<file path="src/rtl/ptw_pkg.sv">
// ----------------------------------------------------------------------------
// ptw_pkg
// Shared types and constants for the four-level page table walker.
// ----------------------------------------------------------------------------
package ptw_pkg;

    localparam int unsigned ADDR_W           = 48;
    localparam int unsigned DESC_W           = 64;
    localparam int unsigned S_TDATA_W        = 112;
    localparam int unsigned M_TDATA_W        = 104;
    localparam int unsigned PA_MASK_BITS_DEF = 36;

    localparam logic OP_TRANSLATE = 1'b0;
    localparam logic OP_RESPONSE  = 1'b1;

    localparam logic KIND_READ = 1'b0;
    localparam logic KIND_DONE = 1'b1;

    typedef logic [1:0] level_t;

    localparam level_t LEVEL_0 = 2'd0;
    localparam level_t LEVEL_1 = 2'd1;
    localparam level_t LEVEL_2 = 2'd2;
    localparam level_t LEVEL_3 = 2'd3;

    typedef struct packed {
        logic                op;
        logic [ADDR_W-1:0]   virt_addr;
        logic [DESC_W-1:0]   descriptor;
    } req_t;

    typedef struct packed {
        logic                kind;
        logic [ADDR_W-1:0]   read_addr;
        logic [ADDR_W-1:0]   phys_addr;
        logic                fault;
    } result_t;

endpackage

</file>
<file path="src/rtl/ptw_in_reg.sv">
// ----------------------------------------------------------------------------
// ptw_in_reg
// Input register that holds one request until the walk step takes it.
// ----------------------------------------------------------------------------
module ptw_in_reg (
    input  logic          aclk,
    input  logic          aresetn,
    input  logic          s_valid,
    output logic          s_ready,
    input  ptw_pkg::req_t s_req,
    input  logic          take,
    output logic          valid,
    output ptw_pkg::req_t req
);
    import ptw_pkg::*;

    logic valid_reg;
    logic valid_next;
    req_t req_reg;
    req_t req_next;

    assign s_ready = !valid_reg || take;
    assign valid   = valid_reg;
    assign req     = req_reg;

    always_comb begin
        valid_next = valid_reg;
        req_next   = req_reg;
        if (s_valid && s_ready) begin
            valid_next = 1'b1;
            req_next   = s_req;
        end else if (take) begin
            valid_next = 1'b0;
        end
    end

    always_ff @(posedge aclk) begin
        if (!aresetn) begin
            valid_reg <= 1'b0;
        end else begin
            valid_reg <= valid_next;
        end
        req_reg <= req_next;
    end

endmodule

</file>
<file path="src/rtl/ptw_walk_step.sv">
// ----------------------------------------------------------------------------
// ptw_walk_step
// Walk state and the combinational step that turns one request into a result, or drops it.
// ----------------------------------------------------------------------------
module ptw_walk_step #(
    parameter int unsigned PA_MASK_BITS = ptw_pkg::PA_MASK_BITS_DEF
) (
    input  logic                          aclk,
    input  logic                          aresetn,
    input  logic [ptw_pkg::ADDR_W-1:0]    root_base,
    input  logic                          fire,
    input  ptw_pkg::req_t                 req,
    output logic                          has_result,
    output ptw_pkg::result_t              result
);
    import ptw_pkg::*;

    localparam logic [ADDR_W-1:0] PA_MASK = {ADDR_W{1'b1}} >> (ADDR_W - PA_MASK_BITS);

    logic              busy_reg;
    logic              busy_next;
    level_t            level_reg;
    level_t            level_next;
    logic [ADDR_W-1:0] va_reg;
    logic [ADDR_W-1:0] va_next;
    logic [8:0]        next_index;
    logic [ADDR_W-1:0] table_base;

    assign table_base = {req.descriptor[ADDR_W-1:12], 12'b0};

    always_comb begin
        unique case (level_reg)
            LEVEL_0: next_index = va_reg[38:30];
            LEVEL_1: next_index = va_reg[29:21];
            LEVEL_2: next_index = va_reg[20:12];
            LEVEL_3: next_index = '0;
        endcase
    end

    always_comb begin
        busy_next  = busy_reg;
        level_next = level_reg;
        va_next    = va_reg;
        has_result = 1'b0;
        result     = '0;
        if (req.op == OP_TRANSLATE) begin
            if (!busy_reg) begin
                va_next          = req.virt_addr;
                busy_next        = 1'b1;
                level_next       = LEVEL_0;
                has_result       = 1'b1;
                result.kind      = KIND_READ;
                result.read_addr = {root_base[ADDR_W-1:12], 12'b0}
                                 + {36'b0, req.virt_addr[47:39], 3'b0};
            end
        end else if (busy_reg) begin
            has_result  = 1'b1;
            result.kind = KIND_DONE;
            busy_next   = 1'b0;
            level_next  = LEVEL_0;
            priority if (!req.descriptor[0]) begin
                result.fault = 1'b1;
            end else if (level_reg == LEVEL_1 && !req.descriptor[1]) begin
                result.phys_addr = {req.descriptor[ADDR_W-1:30], va_reg[29:0]};
            end else if (level_reg == LEVEL_2 && !req.descriptor[1]) begin
                result.phys_addr = table_base + {27'b0, va_reg[20:0]};
            end else if (level_reg == LEVEL_3) begin
                result.phys_addr = {req.descriptor[ADDR_W-1:12], va_reg[11:0]} & PA_MASK;
            end else begin
                busy_next        = 1'b1;
                level_next       = level_reg + 2'd1;
                result.kind      = KIND_READ;
                result.read_addr = table_base + {36'b0, next_index, 3'b0};
            end
        end
    end

    always_ff @(posedge aclk) begin
        if (!aresetn) begin
            busy_reg  <= 1'b0;
            level_reg <= LEVEL_0;
        end else if (fire) begin
            busy_reg  <= busy_next;
            level_reg <= level_next;
        end
        if (fire) begin
            va_reg <= va_next;
        end
    end

endmodule

</file>
<file path="src/rtl/ptw_out_reg.sv">
// ----------------------------------------------------------------------------
// ptw_out_reg
// Result register that holds one result until the consumer takes it.
// ----------------------------------------------------------------------------
module ptw_out_reg (
    input  logic             aclk,
    input  logic             aresetn,
    input  logic             load,
    input  ptw_pkg::result_t result,
    output logic             free,
    output logic             m_valid,
    input  logic             m_ready,
    output ptw_pkg::result_t m_result
);
    import ptw_pkg::*;

    logic    valid_reg;
    logic    valid_next;
    result_t result_reg;
    result_t result_next;

    assign free     = !valid_reg || m_ready;
    assign m_valid  = valid_reg;
    assign m_result = result_reg;

    always_comb begin
        valid_next  = valid_reg;
        result_next = result_reg;
        if (load) begin
            valid_next  = 1'b1;
            result_next = result;
        end else if (m_ready) begin
            valid_next = 1'b0;
        end
    end

    always_ff @(posedge aclk) begin
        if (!aresetn) begin
            valid_reg <= 1'b0;
        end else begin
            valid_reg <= valid_next;
        end
        result_reg <= result_next;
    end

endmodule

</file>
<file path="src/rtl/four_level_page_table_walker.sv">
// ----------------------------------------------------------------------------
// four_level_page_table_walker
// Walks a four-level 4 KB-granule page table, one request per cycle while results are taken.
// ----------------------------------------------------------------------------
//  Channel  | Direction | tuser       | tdata (low bit up)
//  s_       | in        | op          | virt_addr[47:0], descriptor[111:48]
//  m_       | out       | kind        | read_addr[47:0], phys_addr[95:48], fault[96]
//  cfg_     | in        | -           | root_table_base[47:0]
//
// A request passes the input register and the result register; one request per
// cycle is sustained while results are taken.
// Synchronous active-low reset clears both registers and leaves the walker idle.
// A stalled result blocks the input only when the next request produces a result.
// ----------------------------------------------------------------------------
module four_level_page_table_walker #(
    parameter int unsigned PA_MASK_BITS = ptw_pkg::PA_MASK_BITS_DEF
) (
    input  logic                            aclk,
    input  logic                            aresetn,
    input  logic                            cfg_wr_en,
    input  logic [ptw_pkg::ADDR_W-1:0]      cfg_wr_data,  // root_table_base
    input  logic                            s_tvalid,
    output logic                            s_tready,
    input  logic [ptw_pkg::S_TDATA_W-1:0]   s_tdata,      // virt_addr, descriptor
    input  logic                            s_tuser,      // op
    output logic                            m_tvalid,
    input  logic                            m_tready,
    output logic [ptw_pkg::M_TDATA_W-1:0]   m_tdata,      // read_addr, phys_addr, fault
    output logic                            m_tuser       // kind
);
    import ptw_pkg::*;

    logic [ADDR_W-1:0] root_base_reg;
    req_t              s_req;
    logic              in_valid;
    req_t              in_req;
    logic              step_has_result;
    result_t           step_result;
    logic              out_free;
    logic              advance;
    result_t           m_result;

    assign s_req.op         = s_tuser;
    assign s_req.virt_addr  = s_tdata[ADDR_W-1:0];
    assign s_req.descriptor = s_tdata[ADDR_W+DESC_W-1:ADDR_W];

    assign advance = in_valid && (!step_has_result || out_free);

    always_ff @(posedge aclk) begin
        if (!aresetn) begin
            root_base_reg <= '0;
        end else if (cfg_wr_en) begin
            root_base_reg <= cfg_wr_data;
        end
    end

    ptw_in_reg u_in_reg (
        .aclk    (aclk),
        .aresetn (aresetn),
        .s_valid (s_tvalid),
        .s_ready (s_tready),
        .s_req   (s_req),
        .take    (advance),
        .valid   (in_valid),
        .req     (in_req)
    );

    ptw_walk_step #(
        .PA_MASK_BITS (PA_MASK_BITS)
    ) u_walk_step (
        .aclk       (aclk),
        .aresetn    (aresetn),
        .root_base  (root_base_reg),
        .fire       (advance),
        .req        (in_req),
        .has_result (step_has_result),
        .result     (step_result)
    );

    ptw_out_reg u_out_reg (
        .aclk     (aclk),
        .aresetn  (aresetn),
        .load     (advance && step_has_result),
        .result   (step_result),
        .free     (out_free),
        .m_valid  (m_tvalid),
        .m_ready  (m_tready),
        .m_result (m_result)
    );

    assign m_tuser = m_result.kind;
    assign m_tdata = {7'b0, m_result.fault, m_result.phys_addr, m_result.read_addr};

endmodule

</file>
<file path="config.mk">
export PLATFORM = sky130hd
export DESIGN_NAME = four_level_page_table_walker
export DESIGN_NICKNAME = d
export VERILOG_FILES = /design/src/rtl/ptw_pkg.sv /design/src/rtl/ptw_in_reg.sv /design/src/rtl/ptw_walk_step.sv /design/src/rtl/ptw_out_reg.sv /design/src/rtl/four_level_page_table_walker.sv
export SDC_FILE = /design/constraint.sdc
export NUM_CORES = 1
export LEC_CHECK = 0
export BUFFER_PORTS_ARGS = -buffer_cell sky130_fd_sc_hd__buf_4
export CAP_MARGIN = 40
export CORE_AREA = 2 2 137 272
export DETAILED_ROUTE_END_ITERATION = 12
export DIE_AREA = 0 0 139 274
export GPL_TIMING_DRIVEN = 0
export PLACE_DENSITY = 0.55
export SYNTH_ARGS = -nofsm -noshare
export SYNTH_HDL_FRONTEND = slang
export SYNTH_SLANG_ARGS = --single-unit
</file>
<file path="constraint.sdc">
create_clock -name aclk -period 6.1 [get_ports aclk]
set_input_delay 0.61 -clock aclk [delete_from_list [all_inputs] [get_ports aclk]]
set_output_delay 0.61 -clock aclk [all_outputs]
set_load 0.05 [all_outputs]
</file>
==> reports/qor.json <==
{
  "status": {"value": "finished clean"},
  "placed_cells_incl_taps": {"value": 1431},
  "grt_remaining_overflow": {"value": 0},
  "grt_first_pass_wirelength": {"value": 43.20, "unit": "mm"},
  "drt_drc_violations_left": {"value": 0},
  "slowest_delay": {"value": 0.58, "unit": "ns"},
  "yosys.cell_count.top_type": {"value": "sky130_fd_sc_hd__edfxtp_1"},
  "cp.buffers_inverters": {"value": 4},
  "fraction_of_layout_instances_using_a_drive_strength_above_1": {"value": 29.84, "unit": "%"},
  "clock_tree_from_tritoncts": {"value": "yes"},
  "synth.ff_latch_count": {"value": 262},
  "seq_area_frac_synth": {"value": 70.23, "unit": "%"},
  "rsz0062_at_grt": {"value": "false"},
  "worst_r2r_startpoint": {"value": "u_walk_step.level_reg[0]$_SDFFE_PN0P_"},
  "number_of_nets_still_failing_antenna_checks_after_routing": {"value": 0},
  "worst-r2r-setup-slack": {"value": 2.91, "unit": "ns"},
  "final.min_clock_period": {"value": 3.188, "unit": "ns"},
  "first_iter_violations": {"value": 337},
  "firstDrtPassIters": {"value": 7},
  "postRouteWirelength": {"value": 28.76, "unit": "mm"},
  "final_net_count": {"value": 1185},
  "cts-root-buf": {"value": "sky130_fd_sc_hd__clkbuf_16"},
  "cap_viol_max_count": {"value": 0},
  "fp.dieW": {"value": 139, "unit": "um"},
  "path_cells": {"value": "inv_1, ha_1, clkbuf_1, nand2b_1, nand2_1, nor2_1, inv_1, nor2_2, buf_2, a22o_1"},
  "yosys.cell_types.count": {"value": 56},
  "max_freq": {"value": 313.7, "unit": "MHz"},
  "worst-path-max-fanout": {"value": 10},
  "fillerInstances": {"value": 3499},
  "irDropWorstVdd": {"value": 0.2008, "unit": "mV"},
  "initial_antenna_violation_count": {"value": 0},
  "clock_insertion_delay_worst_skew": {"value": 0.53, "unit": "ns"},
  "fin_hold_ws": {"value": 0.2551, "unit": "ns"},
  "synth_ff_type": {"value": "sky130_fd_sc_hd__edfxtp_1"},
  "critPathTopFamily": {"value": "simple AND/OR/NAND/NOR gates"},
  "timing.reg2reg.worst_path_depth": {"value": 10},
  "placeableCoreArea": {"value": 36170, "unit": "sq um"},
  "max_slew.worst_pin.slew": {"value": 0.8558, "unit": "ns"},
  "cp_data_required_time": {"value": 6.48, "unit": "ns"},
  "design.die.area": {"value": 38090, "unit": "sq um"},
  "fin_worst_skew": {"value": 0.01132, "unit": "ns"},
  "yosys.area.top_type_share": {"value": 62.50, "unit": "%"},
  "total_vias_in_the_final_route": {"value": 7015},
  "cellLeakagePower": {"value": 0.005262, "unit": "uW"},
  "clk_pin_slew_worst_paths": {"value": 0.07, "unit": "ns"},
  "layout_worst_path_cycle_share": {"value": 52.27, "unit": "%"},
  "netlist_top_cells_area": {"value": "sky130_fd_sc_hd__edfxtp_1, sky130_fd_sc_hd__dfxtp_1, sky130_fd_sc_hd__mux2i_1"},
  "postCtsResizedCells": {"value": 0},
  "grt_start_max_net_pins": {"value": 34},
  "finalHoldViolCount": {"value": 0},
  "arrival": {"value": 3.57, "unit": "ns"},
  "cts.path.max_buffers": {"value": 3},
  "htree_levels": {"value": 1},
  "critical_path.most_common_cell": {"value": "sky130_fd_sc_hd__inv_1"},
  "async_flop_share": {"value": 0, "unit": "%"},
  "ctsHoldBuffers": {"value": 0},
  "die_y": {"value": 274, "unit": "um"},
  "worst_setup_path_start_kind": {"value": "flip-flop"},
  "inserted_diodes": {"value": 0},
  "hold_start": {"value": "s_tdata[18]"},
  "timing_max_transition_violations_final": {"value": 0},
  "r2r_end": {"value": "u_out_reg.m_result[61]$_DFFE_PP_"},
  "power.density_cell_area": {"value": 291.4, "unit": "nW/um^2"},
  "critPathSlowestCell": {"value": "sky130_fd_sc_hd__nor2_2"},
  "slew_headroom": {"value": 42.95, "unit": "%"},
  "via_count_of_the_first_global_routing_pass": {"value": 7213},
  "multiInputGateArea": {"value": 2964, "unit": "sq um"},
  "numCtsBuffers": {"value": 25},
  "instances_no_fill": {"value": 1476},
  "synth-edff-count": {"value": 221},
  "yosysWarningCount": {"value": 0},
  "num_io_pins": {"value": 273},
  "post_drt_wl_per_cell": {"value": 19.49, "unit": "um"},
  "area.growth.synth_to_final": {"value": 31.17, "unit": "%"},
  "grt.total_usage": {"value": 14.82, "unit": "%"},
  "synth.avg_cell_area": {"value": 14.43, "unit": "sq um"},
  "post-cts-setup-buffer-count": {"value": 0},
  "synth_largest_area_cell": {"value": "sky130_fd_sc_hd__edfxtp_1"},
  "vias_per_cell": {"value": 4.753},
  "hold_path_class": {"value": "input pin to flip-flop"},
  "floorplan.initialDensity": {"value": 29.36, "unit": "%"},
  "synthesized_instance_count": {"value": 736},
  "post_detailed_placement_half_perimeter_wirelength": {"value": 21.71, "unit": "mm"},
  "largest_reg_flops": {"value": 95},
  "min_delay_path_depth": {"value": 1},
  "critPathKind": {"value": "flip-flop to flip-flop"},
  "sequential_cell_area": {"value": 7457, "unit": "sq um"},
  "detailedPlace.worstSlack": {"value": 2.912, "unit": "ns"},
  "placedInstanceArea": {"value": 13070, "unit": "sq um"},
  "timing.hold.worst_endpoint": {"value": "u_in_reg.req[82]$_DFFE_PP_"},
  "final-setup-viol-count": {"value": 0},
  "final_design_area_no_fill": {"value": 13930, "unit": "sq um"},
  "final.setup.worst_slack": {"value": 2.912, "unit": "ns"},
  "rows": {"value": 99},
  "gpl.final_weighted_congestion": {"value": 0.8548},
  "clkSinkCount": {"value": 262},
  "synthesis.area": {"value": 10620, "unit": "sq um"},
  "portBuffers": {"value": 223},
  "post_synth_most_frequent_cells": {"value": "sky130_fd_sc_hd__edfxtp_1, sky130_fd_sc_hd__nand2_1, sky130_fd_sc_hd__a22o_1"},
  "critPathCaptureType": {"value": "flip-flop"}
}
placed cells by master, fill, tap and decap left out, types with 4 or more instances in the layout:
cell type | netlist | routed
sky130_fd_sc_hd__o21ai_0 | 28 | 28
sky130_fd_sc_hd__nand3_1 | 19 | 19
sky130_fd_sc_hd__nand4_1 | 5 | 5
sky130_fd_sc_hd__nor2_1 | 32 | 30
sky130_fd_sc_hd__nand2_1 | 50 | 50
sky130_fd_sc_hd__a21boi_0 | 4 | 4
sky130_fd_sc_hd__or4_1 | 5 | 5
sky130_fd_sc_hd__bufinv_16 | 0 | 4
sky130_fd_sc_hd__nand2b_1 | 5 | 5
sky130_fd_sc_hd__clkbuf_1 | 20 | 25
sky130_fd_sc_hd__buf_4 | 11 | 234
sky130_fd_sc_hd__a22oi_1 | 10 | 10
sky130_fd_sc_hd__a21oi_1 | 18 | 18
sky130_fd_sc_hd__ha_1 | 14 | 14
sky130_fd_sc_hd__xor2_1 | 6 | 6
sky130_fd_sc_hd__conb_1 | 1 | 10
sky130_fd_sc_hd__dfxtp_1 | 41 | 41
sky130_fd_sc_hd__xnor2_1 | 16 | 16
sky130_fd_sc_hd__and3_1 | 4 | 4
sky130_fd_sc_hd__buf_2 | 7 | 8
sky130_fd_sc_hd__nor3_1 | 7 | 7
sky130_fd_sc_hd__edfxtp_1 | 221 | 221
sky130_fd_sc_hd__clkbuf_16 | 0 | 25
sky130_fd_sc_hd__inv_1 | 13 | 13
sky130_fd_sc_hd__a211oi_1 | 11 | 11
sky130_fd_sc_hd__mux2i_1 | 40 | 40
sky130_fd_sc_hd__a31oi_1 | 6 | 6
sky130_fd_sc_hd__buf_12 | 0 | 7
sky130_fd_sc_hd__and2_1 | 15 | 15
sky130_fd_sc_hd__a22o_1 | 45 | 45
sky130_fd_sc_hd__nor2b_1 | 42 | 41
through the flow:
stage | total power, uW | setup TNS (ns) | util [%]
global placement | 2463 | -328.01 | 35.65
floorplan | 2304 | 0 | -
detailed placement | 2471 | 0 | 36.14
global route | 4213 | 0 | 38.50
CTS | 4117 | 0 | 38.50
finish | 4059 | 0 | 38.50
cell type report:
cell class,instances,area share [%]
clock buffers,32,4.824
repair buffers,232,13.14
inverters,13,0.3504
well taps,454,4.079
multi-input cells,429,21.28
plain buffers,41,1.464
clock inverters,13,1.312
flip-flops and latches,262,53.54
layer usage:
metal  GRT usage, %  share of wire, %
met1          18.48                41
met2          25.84                50
met3          2.864               7.0
met4          4.838               2.7
met5              0                 0
kinds of logic after synthesis:
group | after synthesis | synth area share, %
AOI/OAI and AO/OA | 141 | 9.651
and+or+nand+nor | 200 | 10.17
muxes | 41 | 3.877
buffers and inverters | 54 | 2.380
xor gates and xnor gates | 22 | 1.815
other | 1 | 0.03532
adders and majority gates | 15 | 1.838
DFF | 262 | 70.23
how the worst max path moves through the flow:
stage / start / endpoint / slack (ns) / cells after the start
5_1_grt: u_walk_step.level_reg[0]$_SDFFE_PN0P_ / u_out_reg.m_result[73]$_DFFE_PP_ / 2.65 / 10
6_report: u_walk_step.level_reg[0]$_SDFFE_PN0P_ / u_out_reg.m_result[61]$_DFFE_PP_ / 2.91 / 10
3_5_place_dp: u_walk_step.level_reg[0]$_SDFFE_PN0P_ / u_out_reg.m_result[73]$_DFFE_PP_ / 2.91 / 10
2_1_floorplan: u_in_reg.req[112]$_DFFE_PP_ / u_walk_step.level_reg[1]$_SDFFE_PN0P_ / 0.47 / 6
4_1_cts: u_walk_step.level_reg[0]$_SDFFE_PN0P_ / u_out_reg.m_result[73]$_DFFE_PP_ / 2.88 / 10
3_3_place_gp: u_in_reg.req[112]$_DFFE_PP_ / u_walk_step.level_reg[1]$_SDFFE_PN0P_ / -2.15 / 6
report_power, final:
part	switching, uW	leakage, uW	total, uW	internal [uW]
clock network	675	0.000408	1630	954
logic	213	0.00237	358	145
registers	47.2	0.00248	2070	2020
total	935	0.00526	4060	3120
worst reg2reg max path, delay by kind of cell (launching register included):
| family | cells | cell delay, ns |
|---|---|---|
| DFF | 1 | 0.42 |
| buffers and inverters | 4 | 0.81 |
| and+or+nand+nor | 4 | 1.39 |
| adders and majority gates | 1 | 0.20 |
| AOI/OAI and AO/OA | 1 | 0.22 |
Power figures use the tool's default switching activity.
